`src/hdl/tcbh_pkg.sv`:
```
// ============================================================================
// tcbh_pkg: shared types and codes of the two-choice bin hashing store
// Command, status and register codes, the configuration bundle and the job
// record that travels from the front end through the queue to the back end.
// ============================================================================
package tcbh_pkg;

    // Default geometry of the store.
    localparam int N_BINS_DEF    = 1024;
    localparam int BIN_DEPTH_DEF = 16;

    // Depth of the queue between front end and back end (a power of two).
    localparam int QUEUE_DEPTH = 2;

    // Fixed field widths.
    localparam int HASH_W  = 10;
    localparam int ROW_IN_W = 4;
    localparam int DATA_W  = 64;
    localparam int CNT_W   = 5;
    localparam int CFG_IDX_W = 4;

    // Commands.
    localparam logic [1:0] CMD_INSERT = 2'd0;
    localparam logic [1:0] CMD_READ   = 2'd1;
    localparam logic [1:0] CMD_CLEAR  = 2'd2;

    // Result status codes.
    localparam logic [1:0] ST_OK       = 2'd0;
    localparam logic [1:0] ST_OVER_CAP = 2'd1;
    localparam logic [1:0] ST_BIN_FULL = 2'd2;
    localparam logic [1:0] ST_ROW_CAP  = 2'd3;

    // Configuration register indexes.
    localparam logic [CFG_IDX_W-1:0] REG_DUPLICATE = 4'd0;
    localparam logic [CFG_IDX_W-1:0] REG_GROW      = 4'd1;
    localparam logic [CFG_IDX_W-1:0] REG_START_CAP = 4'd2;
    localparam logic [CFG_IDX_W-1:0] REG_DUMMY     = 4'd3;

    // Configuration register reset values.
    localparam logic              DUPLICATE_RST = 1'b0;
    localparam logic              GROW_RST      = 1'b1;
    localparam logic [CNT_W-1:0]  START_CAP_RST = 5'd0;
    localparam logic [DATA_W-1:0] DUMMY_RST     = 64'd0;

    typedef struct packed {
        logic                     duplicate;
        logic                     grow;
        logic [CNT_W-1:0]         start_cap;
        logic signed [DATA_W-1:0] dummy;
    } t_cfg;

    // One command after its bin indexes have been reduced to the table size.
    typedef struct packed {
        logic [1:0]               command;
        logic signed [DATA_W-1:0] element;
        logic [HASH_W-1:0]        bin0;
        logic [HASH_W-1:0]        bin1;
        logic                     read_table;
        logic [HASH_W-1:0]        read_bin;
        logic [ROW_IN_W-1:0]      read_row;
    } t_job;

endpackage

```
`src/hdl/tcbh_front.sv`:
```
// ============================================================================
// tcbh_front: command intake
// Registers each incoming command, reduces its bin indexes modulo the number
// of bins and hands the job to the queue.
// ============================================================================
module tcbh_front #(
    parameter int N_BINS = tcbh_pkg::N_BINS_DEF
) (
    input  logic                               i_clk,
    input  logic                               i_rst_n,
    input  logic                               i_in_valid,
    output logic                               o_in_ready,
    input  logic [1:0]                         i_command,
    input  logic signed [tcbh_pkg::DATA_W-1:0] i_element,
    input  logic [tcbh_pkg::HASH_W-1:0]        i_hash_index0,
    input  logic [tcbh_pkg::HASH_W-1:0]        i_hash_index1,
    input  logic                               i_read_table,
    input  logic [tcbh_pkg::HASH_W-1:0]        i_read_bin,
    input  logic [tcbh_pkg::ROW_IN_W-1:0]      i_read_row,
    input  logic                               i_hold,
    input  logic                               i_q_ready,
    output logic                               o_q_push,
    output tcbh_pkg::t_job                     o_q_job
);

    localparam int HW = tcbh_pkg::HASH_W;
    // Reduction is needed only when an index can reach the number of bins.
    localparam bit NEED_MOD    = N_BINS < (1 << HW);
    localparam int RECIP_SHIFT = 2 * HW;
    localparam int RECIP       = ((1 << RECIP_SHIFT) + N_BINS - 1) / N_BINS;
    localparam int PROD_W      = 3 * HW;

    logic           r_f_valid;
    tcbh_pkg::t_job r_f_job;
    logic [HW-1:0]  r_q0, r_q1, r_qr;

    logic [PROD_W-1:0] w_p0, w_p1, w_pr;
    logic              w_accept;

    // Quotient estimate by reciprocal; exact for ten-bit indexes.
    assign w_p0 = PROD_W'(i_hash_index0) * PROD_W'(RECIP);
    assign w_p1 = PROD_W'(i_hash_index1) * PROD_W'(RECIP);
    assign w_pr = PROD_W'(i_read_bin) * PROD_W'(RECIP);

    function automatic logic [HW-1:0] reduce(input logic [HW-1:0] x, input logic [HW-1:0] q);
        logic [2*HW-1:0] qn;
        logic [2*HW-1:0] r;
        qn = (2*HW)'(q) * (2*HW)'(N_BINS);
        r  = (2*HW)'(x) - qn;
        return NEED_MOD ? r[HW-1:0] : x;
    endfunction

    assign o_in_ready = !i_hold && (!r_f_valid || i_q_ready);
    assign w_accept   = i_in_valid && o_in_ready;
    assign o_q_push   = r_f_valid && i_q_ready;

    always_comb begin
        o_q_job          = r_f_job;
        o_q_job.bin0     = reduce(r_f_job.bin0, r_q0);
        o_q_job.bin1     = reduce(r_f_job.bin1, r_q1);
        o_q_job.read_bin = reduce(r_f_job.read_bin, r_qr);
    end

    always_ff @(posedge i_clk) begin
        if (!i_rst_n) begin
            r_f_valid <= 1'b0;
        end else if (w_accept) begin
            r_f_valid <= 1'b1;
        end else if (o_q_push) begin
            r_f_valid <= 1'b0;
        end
    end

    always_ff @(posedge i_clk) begin
        if (w_accept) begin
            r_f_job.command    <= i_command;
            r_f_job.element    <= i_element;
            r_f_job.bin0       <= i_hash_index0;
            r_f_job.bin1       <= i_hash_index1;
            r_f_job.read_table <= i_read_table;
            r_f_job.read_bin   <= i_read_bin;
            r_f_job.read_row   <= i_read_row;
            r_q0               <= w_p0[RECIP_SHIFT +: HW];
            r_q1               <= w_p1[RECIP_SHIFT +: HW];
            r_qr               <= w_pr[RECIP_SHIFT +: HW];
        end
    end

endmodule

```
`config.mk`:
```
export PLATFORM = sky130hd
export DESIGN_NAME = tcbh_front
export DESIGN_NICKNAME = d
export VERILOG_FILES = /design/src/hdl/tcbh_pkg.sv /design/src/hdl/tcbh_front.sv
export SDC_FILE = /design/constraint.sdc
export NUM_CORES = 1
export LEC_CHECK = 0
export BUFFER_PORTS_ARGS = -buffer_cell sky130_fd_sc_hd__buf_2
export CORE_MARGIN = 4
export CORE_UTILIZATION = 25
export CTS_BUF_LIST = sky130_fd_sc_hd__clkbuf_8
export DETAILED_ROUTE_END_ITERATION = 8
export SLEW_MARGIN = 20
export SYNTH_ARGS = -nofsm -noshare
export SYNTH_HDL_FRONTEND = slang
export SYNTH_SLANG_ARGS = --single-unit
```
`constraint.sdc`:
```
create_clock -name i_clk -period 11.1 [get_ports i_clk]
set_clock_uncertainty 0.2 [all_clocks]
set_input_delay 1.11 -clock i_clk [delete_from_list [all_inputs] [get_ports i_clk]]
set_output_delay 1.11 -clock i_clk [all_outputs]
set_load 0.05 [all_outputs]
```
# Word level (Yosys, flattened, before mapping)
# Cells that the tools add are included.
[totals]
reg_bits = 102
in_bits = 106
elab_cells = 17
[classes]
n_mux = 2
n_reduce_logical = 7
[ops]
columns = ["op", "n"]
rows = [
  ["logical AND 1 bit", 3],
  ["logical NOT 1 bit", 2],
  ["two-way mux 1 bit", 2],
  ["nonzero test 2 bit", 1],
  ["logical OR 1 bit", 1],
]

# Depth between registers and ports, before layout
[depth]
depth_word = 5
ltp_mapped = 2
depth_no_buf = 2

# Least setup slack after synthesis
# OpenSTA, ideal clock, no wires.
[synth_timing]
kind = "in2reg"
start = "input port i_hold"
end = "register r_f_job, in the netlist o_q_job[0] (enable)"
arrival_time_ns = 5.479
t_required_ns = 10.336
path_slack_ns = 4.858
path_stages = 2
cell_sequence = "nand2b_4 nor2_1"
[synth_via]
elab_chain_len = 3
[synth_lines]
columns = ["element", "line", "source"]
rows = [
  ["start, declared", "tcbh_front.sv:20", "input logic i_hold,"],
  ["logical NOT 1 bit", "tcbh_front.sv:53", "assign o_in_ready = !i_hold && (!r_f_valid || i_q_ready);"],
  ["logical AND 1 bit", "tcbh_front.sv:53", ""],
  ["logical AND 1 bit", "tcbh_front.sv:54", "assign w_accept = i_in_valid && o_in_ready;"],
  ["net w_accept", "tcbh_front.sv:38", "logic w_accept;"],
  ["end, declared", "tcbh_front.sv:34", "tcbh_pkg::t_job r_f_job;"],
]
# The timed path passes the listed nets, and every way through them passes these cells.
# A chain may end at the register's enable or synchronous reset.

# Final worst setup path
[layout_timing]
start = "input port i_q_ready"
end = "output port o_in_ready"
[layout_via]
elab_chain_len = 2
[layout_lines]
columns = ["element", "line", "source"]
rows = [
  ["start, declared", "tcbh_front.sv:21", "input logic i_q_ready,"],
  ["logical OR 1 bit", "tcbh_front.sv:53", ""],
  ["logical AND 1 bit", "tcbh_front.sv:53", ""],
  ["end, declared", "tcbh_front.sv:12", "output logic o_in_ready,"],
]
# Every way passes these cells.

==> results by group <==
Status
  – Outcome: complete, no violations

Synthesis
  – Cell variety after synth: 8
  – Top-area cell type share of the netlist area: 0.978
  – Post-synth EDFFs: about 100
  – Top cells by area, synth: edfxtp_1 98%, dfxtp_1 0.65%, nand2b_4 0.44%
  – Gate count after technology mapping: ~110
  – Flops & latches, synth: a little over 100
  – Top_reg_cell synth: edfxtp_1
  – Sequential share of the synthesized area: 0.985
  – Synth Cell Area: 3100 um2
  – Yosys warnings: 0
  – Share of flip-flops with an asynchronous set or reset: 0
  – Syn avg cell area: approximately 28 um2
  – Cell taking the most area after synthesis: edfxtp_1
  – Most numerous cell in the Yosys netlist: edfxtp_1
  – Commonest cells post-synth: 101 x edfxtp_1, 2 x nor2_1
  – Syn Nets: between 200 and 250

Cells and area
  – Final net count: 435
  – Antenna diode count: 0
  – Fin cells: 502
  – Share of cells above drive strength 1: 0.668
  – P&R area growth vs syn: 46.0%

STA
  – Max-slew violations: 0
  – RSZ-0062 raised after global routing: false
  – Final period util: 0.274
  – Worst slew pin tran: between 0.8 and 0.9 ns
  – Final setup viols: 0
  – Total Neg Setup Slack: 0 ns
  – Slew margin rel.: 0.408
  – Endpoints failing hold: 0
  – Post-layout min period: around 3.0 ns
  – Fmax: between 0.3 and 0.4 GHz

Clock network
  – Post-CTS Setup Inserts: 0
  – Hold_buf cts: 0
  – Clock-pin slew on the worst setup and hold paths: ~0.090 ns
  – Post-cts resize count: 0
  – Root Driver: clkbuf_8
  – Sink Count: roughly 100
  – Clock buffer depth: 2
  – Clock latency on the worst-skew pair: ~0.36 ns
  – H-tree levels: 3
  – CTS tree: built
  – Num CTS Buffers: 9

Routing
  – Post-route DRC: 0
  – WL/cell: roughly 15 um
  – Wire length on met1: between 2000 and 3000 um
  – Uppermost layer routed: met4
  – Initial DRC count: 81
  – Antenna-violating nets left: 0
  – Via count: between 1,500 and 2,000
  – Met3 WL: 928 um
  – Vias per inst: 3.76
  – Total wire length: between 7000 and 8000 um
  – First-pass DRT Iterations: 4
  – WL met2: around 3700 um

Worst setup path
  – Class of the most critical setup path: in2out
  – R2R setup slack: between 9 and 10 ns
  – Worst Path Arrival: about 1.7 ns
  – Register-to-Register Path Depth: 3
  – Worst setup EP type: output pin
  – Setup crit start kind: input pin
  – Critical path peak fanout: 3
  – Worst Path Required: between 9 and 10 ns

Placed design
  – Hpwl dp: between 5000 and 6000 um
  – Gpl congestion: about 0.7
  – IO Port Bufs: between 200 and 250
  – Placed cells: about 500

Die
  – Site Rows: 40
  – Initial Util: 0.257
  – Die Wd: 119 um
  – Placeable Area: between 10,000 and 15,000 um2
  – Die height: 119 um
  – Die Footprint: approximately 14,000 um2
  – IO Count: roughly 210

Global routing
  – Grt ovf: 0
  – Pin count of the biggest net entering global routing: ~100
  – Antenna violations before repair: 0
  – Vias in the first global route: between 2,000 and 2,500
  – GRT Total Usage: 0.104
  – First-pass GRT wire length: between 10,000 and 15,000 um

Pwr
  – Worst vdd ir: between 60 and 70 uV
  – PwrDens: between 150 and 200 nW/um2
  – Standby leakage power: ~1.9 nW

Worst hold path
  – Hold Path Cell Cnt: 2
  – Type of the worst min-delay path: reg2reg

Job
  – Max-cap viol count: 0
[final timing paths]
path	start	to
worst max-delay path	i_q_ready	o_in_ready
worst min-delay path	r_f_valid	r_f_valid
worst max register to register	r_f_valid	o_q_job[37]
worst min register to register	r_f_valid	r_f_valid
[registers in the layout, indices dropped and copies added (netlist names)]
register   cells
r_f_valid      1
o_q_job      101
[per-layer routing]
metal,GRT usage,vias up
met5,0,-
met4,0.0565,0
met3,0.0546,13
met2,0.166,122
met1,0.111,878
li1,-,873
[critical path, stage by stage]
cell and delay (ns):
buf_2 0.11, nor2b_1 0.23, nor2_1 0.07, buf_2 0.21
[kinds of logic (layout without fill, tap and decap cells)]
family	Yosys count	in the layout	share of synthesized area
simple gates	6	6	0.0129
flops	102	102	0.985
compound gates	1	1	0.00242
buf+inv	0	225	0
[placed cells by master, fill, tap and decap left out]
master,count
inv_1,1
nor2b_1,1
nor2_1,1
clkinv_2,2
clkinvlp_4,1
clkbuf_8,9
edfxtp_1,101
nand2b_1,1
nand2b_4,1
a21boi_1,1
nor2_4,1
clkinv_1,3
buf_6,1
dfxtp_1,1
buf_2,208
and2_1,1
[power by group]
part           switching [mW]  internal (mW)  leakage (nW)
clock network           0.118         0.0777        0.0827
registers             0.00374          0.443         0.953
logic                  0.0738         0.0239         0.849
[cell type report]
class,count,area [um2]
Clock buffer,9,124
Clock inverter,7,32.5
Fill cell,1136,7530
Multi-Input combinational cell,7,55.1
Sequential cell,102,3050
Tap cell,168,210
Timing Repair Buffer,209,1050
[through the flow]
step | total power [mW] | util | setup slack [ns] | hold WS, ns | instance area [um2]
finish | 0.740 | 0.375 | 8.06 | 0.314 | 4530
global route | 0.776 | 0.375 | 8.01 | 0.367 | 4530
CTS | 0.755 | 0.375 | 8.05 | 0.320 | 4530
detailed placement | 0.555 | 0.362 | 8.05 | 0.306 | 4370
global placement | 0.553 | 0.362 | 8.07 | 0.257 | 4370
floorplan | 0.521 | - | 4.86 | 0.248 | 3100
No activity file was read; power rests on OpenSTA's default activity.
