$ cat src/hdl/tcbh_pkg.sv
// ============================================================================
// tcbh_pkg: shared types and codes of the two-choice bin hashing store
// Command, status and register codes, the configuration bundle and the job
// record that travels from the front end through the queue to the back end.
// ============================================================================
package tcbh_pkg;

    // Default geometry of the store.
    localparam int N_BINS_DEF    = 1024;
    localparam int BIN_DEPTH_DEF = 16;

    // Depth of the queue between front end and back end (a power of two).
    localparam int QUEUE_DEPTH = 2;

    // Fixed field widths.
    localparam int HASH_W  = 10;
    localparam int ROW_IN_W = 4;
    localparam int DATA_W  = 64;
    localparam int CNT_W   = 5;
    localparam int CFG_IDX_W = 4;

    // Commands.
    localparam logic [1:0] CMD_INSERT = 2'd0;
    localparam logic [1:0] CMD_READ   = 2'd1;
    localparam logic [1:0] CMD_CLEAR  = 2'd2;

    // Result status codes.
    localparam logic [1:0] ST_OK       = 2'd0;
    localparam logic [1:0] ST_OVER_CAP = 2'd1;
    localparam logic [1:0] ST_BIN_FULL = 2'd2;
    localparam logic [1:0] ST_ROW_CAP  = 2'd3;

    // Configuration register indexes.
    localparam logic [CFG_IDX_W-1:0] REG_DUPLICATE = 4'd0;
    localparam logic [CFG_IDX_W-1:0] REG_GROW      = 4'd1;
    localparam logic [CFG_IDX_W-1:0] REG_START_CAP = 4'd2;
    localparam logic [CFG_IDX_W-1:0] REG_DUMMY     = 4'd3;

    // Configuration register reset values.
    localparam logic              DUPLICATE_RST = 1'b0;
    localparam logic              GROW_RST      = 1'b1;
    localparam logic [CNT_W-1:0]  START_CAP_RST = 5'd0;
    localparam logic [DATA_W-1:0] DUMMY_RST     = 64'd0;

    typedef struct packed {
        logic                     duplicate;
        logic                     grow;
        logic [CNT_W-1:0]         start_cap;
        logic signed [DATA_W-1:0] dummy;
    } t_cfg;

    // One command after its bin indexes have been reduced to the table size.
    typedef struct packed {
        logic [1:0]               command;
        logic signed [DATA_W-1:0] element;
        logic [HASH_W-1:0]        bin0;
        logic [HASH_W-1:0]        bin1;
        logic                     read_table;
        logic [HASH_W-1:0]        read_bin;
        logic [ROW_IN_W-1:0]      read_row;
    } t_job;

endpackage

$ cat src/hdl/tcbh_fifo.sv
// ============================================================================
// tcbh_fifo: job queue
// Small first-in first-out buffer of jobs between front end and back end.
// ============================================================================
module tcbh_fifo (
    input  logic           i_clk,
    input  logic           i_rst_n,
    input  logic           i_push,
    input  tcbh_pkg::t_job i_job,
    output logic           o_ready,
    input  logic           i_pop,
    output logic           o_valid,
    output tcbh_pkg::t_job o_job
);

    localparam int DEPTH = tcbh_pkg::QUEUE_DEPTH;
    localparam int PTR_W = (DEPTH > 1) ? $clog2(DEPTH) : 1;

    tcbh_pkg::t_job r_mem [DEPTH];
    logic [PTR_W-1:0] r_wr_ptr, r_rd_ptr;
    logic [PTR_W:0]   r_count;
    logic             w_wr, w_rd;

    assign o_ready = r_count != (PTR_W + 1)'(DEPTH);
    assign o_valid = r_count != '0;
    assign o_job   = r_mem[r_rd_ptr];
    assign w_wr    = i_push && o_ready;
    assign w_rd    = i_pop && o_valid;

    // Pointers wrap naturally because the depth is a power of two.
    always_ff @(posedge i_clk) begin
        if (!i_rst_n) begin
            r_wr_ptr <= '0;
            r_rd_ptr <= '0;
            r_count  <= '0;
        end else begin
            if (w_wr) begin
                r_wr_ptr <= r_wr_ptr + 1'b1;
            end
            if (w_rd) begin
                r_rd_ptr <= r_rd_ptr + 1'b1;
            end
            if (w_wr && !w_rd) begin
                r_count <= r_count + 1'b1;
            end else if (w_rd && !w_wr) begin
                r_count <= r_count - 1'b1;
            end
        end
    end

    always_ff @(posedge i_clk) begin
        if (w_wr) begin
            r_mem[r_wr_ptr] <= i_job;
        end
    end

endmodule

$ cat config.mk
export PLATFORM = sky130hd
export DESIGN_NAME = tcbh_fifo
export DESIGN_NICKNAME = d
export VERILOG_FILES = /design/src/hdl/tcbh_pkg.sv /design/src/hdl/tcbh_fifo.sv
export SDC_FILE = /design/constraint.sdc
export NUM_CORES = 1
export LEC_CHECK = 0
export BUFFER_PORTS_ARGS = -buffer_cell sky130_fd_sc_hd__buf_2
export CAP_MARGIN = 10
export CORE_MARGIN = 2
export CORE_UTILIZATION = 52
export DETAILED_ROUTE_END_ITERATION = 8
export GPL_ROUTABILITY_DRIVEN = 0
export PLACE_DENSITY = 0.89
export SYNTH_ARGS = -nofsm -noshare
export SYNTH_HDL_FRONTEND = slang
export SYNTH_SLANG_ARGS = --single-unit
$ cat constraint.sdc
create_clock -name i_clk -period 4.8 [get_ports i_clk]
set_input_delay 0.72 -clock i_clk [delete_from_list [all_inputs] [get_ports i_clk]]
set_output_delay 0.72 -clock i_clk [all_outputs]
set_load 0.005 [all_outputs]
== Word level (Yosys, flattened, before mapping) ==
Memories as Yosys holds them, arrays and structs flattened. A register that Yosys moved wholly into a read port is not among the register bits.
Cells that the tools add are included.
Storage, ports and cells
  memories kept: 1
  word-level logic and storage cells: 23
  input port bits: 105
  RAM bits: 202
  flip-flop bits (word level): 4
Cells by class
  equal/unequal tests: 1
  reductions and logical operators: 8
  add/sub/neg operators: 4
  muxes and demuxes: 6
Memories
  r_mem: depth 2, width 101, rd ports 1, clocked after memory_dff 1, write ports 1, line tcbh_fifo.sv:19  | tcbh_pkg::t_job r_mem [DEPTH];
Operator list (number)
  1-bit logical AND: 4
  1-bit two-way mux: 4
  2-bit two-way mux: 2
  2-bit nonzero test: 2
  1-bit adder, second input constant: 2
  2-bit by 1-bit adder with 2-bit output, second input constant: 1
  1-bit zero test: 2
  2-bit != test, second input constant: 1
  2-bit by 1-bit subtractor with 2-bit output, second input constant: 1

== Longest topological paths before layout ==
Gate-level depths: netlist of the first run.
  word-level depth: 6
  gate-level depth with buffers: 6
  mapped depth without buffers: 6

== Worst setup path before layout of the first run ==
OpenSTA, ideal clock, no wires.
  path type: input to register
  from: input port i_push
  to: memory r_mem[1][0] (netlist name) (enable)
  stages: 1
  buffers on the path: 0
  library setup time: 472 ps
  path slack: 1220 ps
  required time: 4328 ps
  arrival time: 3108 ps
  cells stage by stage: and3_1
On the way
  word-level cells in the longest chain between the ends: 3
Ends and longest elaborated chain
  start, declared: line tcbh_fifo.sv:8  | input logic i_push,
  1-bit logical AND: line tcbh_fifo.sv:27  | assign w_wr = i_push && o_ready;
  1-bit two-way mux: line tcbh_fifo.sv:52  | if (w_wr) begin
  1-bit two-way mux (not written as such): line tcbh_fifo.sv:53  | r_mem[r_wr_ptr] <= i_job;
  end, declared: line tcbh_fifo.sv:19
No other way between the ends.

==> run summary, run 1 <==
For flop-to-flop paths, the worst setup slack is 2.46 ns. The tools report the number of library cell types mapped by synthesis as 21. The total routing resource utilization after global routing came out at 0.170.

For the final routed database, the setup TNS stands at 0 ns. The detail route stage leaves a number of antenna-violating nets equal to 0. STA classifies the critical path startpoint as a flip-flop. The sum of routed wire length over all layers is 13500 µm. The largest stage delay on the critical path was 0.53 ns; the total clock sinks was 207.

Counting the fill cells in the layout gives 962. 208 I/O pins were placed. Detailed placement ended at an HPWL of 9010 µm. The tools report the cell count after synthesis as 338.

The number of hold-slack violations in the final timing report was 0. Fraction of layout cells with a size suffix above 1: 0.607. The endpoint of the lowest-slack register-to-register path was r_mem[1][83]. The share of the yosys chip area belonging to registers is 0.816, and the ratio of final minimum period to clock period is 0.572. The synthesis-to-layout area growth was 24.7%; the post-synthesis net count was 444. Maximum fanout count along the critical path: 48.

Setup repair after global routing left no endpoint under its margin. The later pin in the worst-skew pair is clocked with a latency of 0.48 ns. The slowest cell on the critical path was buf_4. In this run the core area contains 44 standard-cell rows. The cell count of the worst hold path works out to 1. The number of design rule violations left after detail routing was 0. The startpoint of the most critical register-to-register path is r_count[0]. The tools report the violation count after the first detailed-route iteration as 182.

Walking the worst path, the cells encountered are buf_4 -> mux2_2 -> buf_2. The run finished with clean final reports. The design draws 4940 µW. The logs give 1 for the level count of the clock H-tree and 0 for the total of endpoints with negative setup slack in the final report. The tools report the initial antenna violation count as 0.

The routed layout has 3847 vias. The count of buffers from port buffering is 207. The first global-routing pass estimated 20800 µm of wire. For the worst setup path, the data required time is 4.08 ns.

The tools report the number of buffers added to fix hold violations after cts as 0. The worst setup path is captured at an output port. TritonCTS built the clock tree.

The library cell used as clock root buffer was clkbuf_16. Synthesis inferred 207 register bits. The run gives 0 as the count of antenna diodes in the layout. The total die area came out at 15500 µm².

The worst register-to-register path has a depth of 3. After clock tree synthesis, the setup repair step added 0 buffers. The quantity of gates resized following cts was 0; the initial core utilization was 0.526. The endpoint arrival time on the critical path was 2.02 ns; the worst path buffer plus inverter count was 2. For the final design utilization, the log shows 0.656. At the pin with the least slew margin, the transition time is 1.02 ns.

Clock-pin slew was measured on the worst setup and hold paths at 0.06 ns. Entering global routing, the biggest net connects 74 pins. The horizontal extent of the die is 125 µm, and the total of warnings raised by yosys is 0. The static leakage power was 0.00351 µW; the vertical die dimension was 125 µm.

The worst setup path is of the reg2out kind. The number of CTS-inserted buffers came out at 20. The clock period could shrink to 2.74 ns.

Dividing total power by cell area gives a power density of 524 nW/µm². In this run the worst hold path is classified as in2reg. For the maximum resistive drop on vdd, the log shows 0.342 mV. In this run the mean area of a mapped cell was 22.4 µm². Dividing the detail-routed wire length by the instance count gives 17.9 µm.

The number of buffers on the longest clock path is 3. The library cells used most frequently in the layout, excluding fill and tap cells, are buf_2, edfxtp_1, mux2_2. The tools report the core outline area as 14400 µm².

Between clock sinks in the finished design, the worst skew comes to 0.0112 ns. Grouping stages by cell kind, the critical path spends the most delay in buffers and inverters. Count of max-cap constraint violations: 0.

The first detailed-routing pass ran for 4 iterations. The startpoint identified for the worst hold timing path is i_job[50]. The net total in the final layout came out at 667.

Global routing finished with a remaining overflow of 0. For hold timing, the worst endpoint is r_mem[0][50]. For the number of global-route vias before repair, the log shows 4103. After detailed routing, the number of vias per cell comes to 5.08. The normalized max-slew margin was 0.317. The post-synthesis cell area was 7560 µm²; the timing-limited maximum frequency was 0.364 GHz. The most common cell after layout, fill and taps aside is buf_2. Count of pins over their slew limit: 0.
## worst max path at each step
stage / depth (start not counted) / to / slack (ns)
after floorplan: 1 / r_mem[1][0] / 1.22
after global placement: 3 / r_mem[1][93] / 2.27
after detailed placement: 3 / r_mem[1][84] / 2.21
after CTS: 3 / o_job[74] / 2.02
after global routing: 3 / o_job[74] / 1.97
final: 3 / o_job[74] / 2.06
## synth_stat cells
cell	instances	share of area
nand3b_1	1	0.00099
o21ai_1	1	0.00066
inv_1	1	0.00050
buf_2	1	0.00066
a21boi_0	1	0.00099
or2_2	1	0.00083
a21bo_2	1	0.0013
xor2_1	1	0.0012
dfxtp_1	5	0.013
or3_1	1	0.00083
xnor2_1	2	0.0023
mux2_2	101	0.15
ha_1	1	0.0017
and3_1	1	0.00083
o21ai_0	1	0.00066
buf_4	1	0.00099
buf_6	9	0.013
edfxtp_1	202	0.80
and2_1	4	0.0033
a21boi_1	1	0.00099
nand2b_4	1	0.0018
## per-stage QoR
step | worst slack (ns) | cells | instance area [µm²] | hold WS, ns
after floorplan | 1.22 | 338 | 7560 | 0.512
after global placement | 2.27 | 723 | 8760 | 0.527
after detailed placement | 2.21 | 723 | 8760 | 0.554
after CTS | 2.02 | 757 | 9430 | 0.408
after global routing | 1.97 | 757 | 9430 | 0.413
final | 2.06 | 757 | 9430 | 0.425
## flip-flops by register name, indices dropped and copies added, names as in the netlist, named ones only
name / flops
r_rd_ptr: 1
r_count: 2
r_mem: 202
r_wr_ptr: 1
## cell families after synthesis
logic type,after synthesis,synth area share
buffers and inverters,12,0.0156
xor gates and xnor gates,3,0.00348
and+or+nand+nor,9,0.00861
DFF,207,0.816
adders and majority gates,1,0.00165
AOI/OAI and AO/OA,5,0.00463
muxes,101,0.150
## routing by layer
metal  part of all wire  global-route usage  vias to the layer above
met1               0.39               0.202                     1899
met2               0.53               0.309                      144
li1                   -                   -                     1782
met5                  0                   0                        -
met4              0.020              0.0482                        0
met3              0.060              0.0382                       22
## cell type report
| type | count | area, µm² | share of cell area |
|---|---|---|---|
| Clock buffer | 25 | 541 | 0.0573 |
| Clock inverter | 9 | 129 | 0.0137 |
| Inverter | 1 | 6.26 | 0.000663 |
| Multi-Input combinational cell | 119 | 1280 | 0.136 |
| Sequential cell | 207 | 6170 | 0.654 |
| Tap cell | 184 | 230 | 0.0244 |
| Timing Repair Buffer | 212 | 1070 | 0.114 |
## power breakdown
part / internal, µW / switching (µW) / total [µW]
sequential: 2260 / 69.8 / 2330
clock: 960 / 621 / 1580
combinational: 532 / 497 / 1030
total: 3750 / 1190 / 4940
## worst reg2reg max path, cell delays in order (launching register included)
cell and delay [ns]:
dfxtp_1 0.42, nand2b_4 0.18, and3_4 0.86, buf_4 0.53
No activity file was read; power rests on OpenSTA's default activity.
==> inputs of run 2 (changes only) <==
--- a/config.mk
+++ b/config.mk
@@ -5,13 +5,14 @@
 export SDC_FILE = /design/constraint.sdc
 export NUM_CORES = 1
 export LEC_CHECK = 0
+export ABC_AREA = 1
 export BUFFER_PORTS_ARGS = -buffer_cell sky130_fd_sc_hd__buf_2
 export CAP_MARGIN = 10
 export CORE_MARGIN = 2
-export CORE_UTILIZATION = 52
+export CORE_UTILIZATION = 53
 export DETAILED_ROUTE_END_ITERATION = 8
 export GPL_ROUTABILITY_DRIVEN = 0
-export PLACE_DENSITY = 0.89
+export PLACE_DENSITY = 0.9
 export SYNTH_ARGS = -nofsm -noshare
 export SYNTH_HDL_FRONTEND = slang
 export SYNTH_SLANG_ARGS = --single-unit
==> constraint.sdc (replaced) <==
create_clock -name i_clk -period 2.55 [get_ports i_clk]
set_input_delay 0.3825 -clock i_clk [delete_from_list [all_inputs] [get_ports i_clk]]
set_output_delay 0.3825 -clock i_clk [all_outputs]
set_load 0.005 [all_outputs]
==> run summary, run 2 <==
The count of fill cells added during filler insertion came out at 949. The library cell used most frequently in the layout, excluding fill and tap cells, is buf_2. The total of warnings raised by yosys was 0.

Summed over all instances, the cell type with the most area after synthesis is edfxtp_1. The time the worst path needs with I/O delays and setup came out at 2.10 ns. The final layout contains 681 nets. The worst path buffer plus inverter count was 2. The fraction of layout cells with a size suffix above 1 is 0.593.

For this design, the CTS-stage hold fixing added 0 buffers. The logs give 7980 µm² for the post-synthesis cell area and 9240 µm for the HPWL after detailed placement. The run gives 0.476 GHz as the timing-limited maximum frequency. In the layout the commonest cells are buf_2, edfxtp_1, mux2_4. For this run the aggregate overflow at the end of global routing stands at 0.

From synthesis to final layout, the design area changed by 22.6%. Library cell used as clock root buffer: clkbuf_16. The proportion of netlist area held by the largest area contributor was 0.760. The number of CTS-inserted buffers is 20. The endpoint arrival time on the critical path came out at 1.72 ns. The type of the setup path with the least slack is reg2out.

The count of antenna diodes in the layout is 0, and the post-synthesis net count is 457. The I/O pin count came out at 208. Core outline area: 14600 µm². The worst register-to-register path begins at r_count[0].

The tools report the normalized max-slew margin as 0.537. Synthesis instantiated 16 different standard cells from the library. The floorplan step defined a die boundary enclosing 16000 µm². The run gives 0 as the count of max-cap constraint violations. The first global-routing pass estimated 20800 µm of wire.

Traced cell by cell, the critical path runs through buf_12 -> mux2_2 -> buf_2. The count of nets left with antenna violations once routing finished came out at 0. The largest registers in the layout are r_mem (202), r_count (2).

The logs give 0.164 for the total routing resource utilization after global routing and 0.48 ns for the source-to-sink clock delay at the later pin of the worst-skew pair. The slowest cell on the critical path is mux2_2. Detailed routing placed a total of 1020 µm of wire on met3. TritonCTS built the clock tree. The share of the yosys chip area belonging to registers is 0.773. The initial core utilization is 0.545. Setup repair after global routing left no endpoint under its margin.

The tightest min-delay check is of the in2reg type. Standard-cell row count: 44. The number of cells on the worst reg-to-reg path came out at 5. The final design utilization was 0.668; the largest stage delay on the critical path was 0.38 ns. In the synthesized netlist, the cells that appear most often are edfxtp_1, mux2_4, mux2_2, buf_12, nand2_1.

For the level count of the clock H-tree, the log shows 1. Most frequently used cell type in the post-synthesis netlist: edfxtp_1. Along the worst path, the maximum fanout reaches 52. In this run, the number of DRC markers left after iteration 0 of detailed routing was 273. Entering global routing, the biggest net connects 53 pins. The routed design has 13500 µm of wire.

The initial antenna violation count came out at 0. The flip-flop count of the largest register after layout was 202. The total of endpoints with negative setup slack in the final report was 0. The post-route clock skew was 0.0148 ns; the ratio of final minimum period to clock period was 0.824. The clock passes through at most 3 buffers. The average footprint of a synthesized cell was 22.7 µm²; the setup slack at placement was 0.823 ns.

The via count came out at 3894. The number of synthesized register bits works out to 207. The logs give 0 for the quantity of gates resized following cts and 0 for the number of design rule violations left after detail routing.

The most common flop cell mapped by yosys is edfxtp_1. In the routed layout, each cell is associated on average with a via count of 5.04. STA classifies the critical path endpoint as an output port. The die is 127 µm wide. Clock-pin slew was measured on the worst setup and hold paths at 0.06 ns. For the number of global-route vias before repair, the log shows 4070. Synthesis produced a netlist whose cell count is 351. Number of hold-slack violations in the final timing report: 0. The number of iterations in the first detailed-routing pass is 6. Broken down by cell family, the worst path's largest delay share belongs to buffers and inverters. The tools report the final worst setup slack as 0.448 ns.

The tools report the endpoint of the lowest-slack register-to-register path as r_mem[0][3]. The tools report the capture point of the worst path as o_job[91]. Sorting the synthesized cells by area gives the leading types as edfxtp_1, mux2_4, buf_12. The length of routed met2 wiring is 7060 µm.

STA classifies the critical path startpoint as a flip-flop. The run finished with clean final reports. The post-route setup TNS was 0 ns. The run gives 5210 µm as the met1 wire length. The largest register by flop count is r_mem. The maximum resistive drop on vdd is 0.909 mV, and the power per standard cell area is 963 nW/µm². In this run the register-to-register setup slack is 0.82 ns. The proportion of register bits with asynchronous set or reset after synthesis works out to 0. For the pin with the worst max-slew slack, the measured transition is 0.695 ns. After clock tree synthesis, the setup repair step added 0 buffers. Input and output buffers added on the ports amount to 207. In this run the number of cells on the critical path is 3.

The clock net in this run drives a total of 207 sinks. The highest metal layer carrying signal wires in the routed design is met4. The mean routed wirelength per cell is 17.5 µm. The die is 127 µm tall.

Counting flops with a built-in enable in the synthesized netlist gives 202. The endpoint required time on the critical path was 2.17 ns. The tools report the count of pins over their slew limit as 0. For this design the static power due to leakage is 0.00388 µW.
-- run 2: cell count changes after synthesis, moves of 8 or more --
cell,before,now
mux2_4,0,90
buf_12,0,9
mux2_2,101,11
nand2_1,0,9
nor2_1,0,8
buf_6,9,1
-- run 2: cell families (layout without fill, tap and decap cells) --
logic type                 Yosys count  count (layout)  synth area share
DFF                                207             207             0.773
muxes                              101             101             0.185
and+or+nand+nor                     19              19           0.00941
buffers and inverters               19             257            0.0284
AOI/OAI and AO/OA                    4               4           0.00282
adders and majority gates            1               1           0.00157
-- run 2: per-layer routing --
metal  GRT usage  vias to the layer above
li1            -                     1822
met1       0.203                     1894
met2       0.291                      156
met3      0.0439                       22
met4      0.0420                        0
met5           0                        -
-- run 2: cell type report --
class | count | area, µm² | share of cell area
Sequential cell | 207 | 6170 | 0.631
Multi-Input combinational cell | 125 | 1610 | 0.164
Timing Repair Buffer | 213 | 1110 | 0.113
Clock buffer | 23 | 533 | 0.0545
Tap cell | 184 | 230 | 0.0235
Clock inverter | 13 | 110 | 0.0113
Inverter | 8 | 30.0 | 0.00307
-- run 2: stage by stage --
step                      hold slack (ns)  power (µW)  cells  instance area [µm²]
final                              0.0895        9430    773                 9780
after detailed placement            0.502        6700    737                 9140
after CTS                          0.0695        9540    773                 9780
after global placement              0.481        6590    737                 9140
after global routing               0.0696        9860    773                 9780
after floorplan                     0.467        6010    351                 8000
-- run 2: worst min-delay path by stage --
stage / from / to / depth (start not counted)
floorplan: r_rd_ptr / flip-flop / 2
global placement: r_rd_ptr / r_rd_ptr / 2
detailed placement: r_rd_ptr / flip-flop / 2
finish: i_job[15] / r_mem[1][15] / 1
global route: i_job[88] / r_mem[0][88] / 1
CTS: i_job[14] / r_mem[1][14] / 1
-- run 2: report_power, final --
| part | leakage [µW] | switching [µW] | total (µW) | internal (µW) |
|---|---|---|---|---|
| combinational | 0.00163 | 995 | 2150 | 1150 |
| sequential | 0.00193 | 132 | 4440 | 4310 |
| clock | 0.000323 | 1140 | 2840 | 1700 |
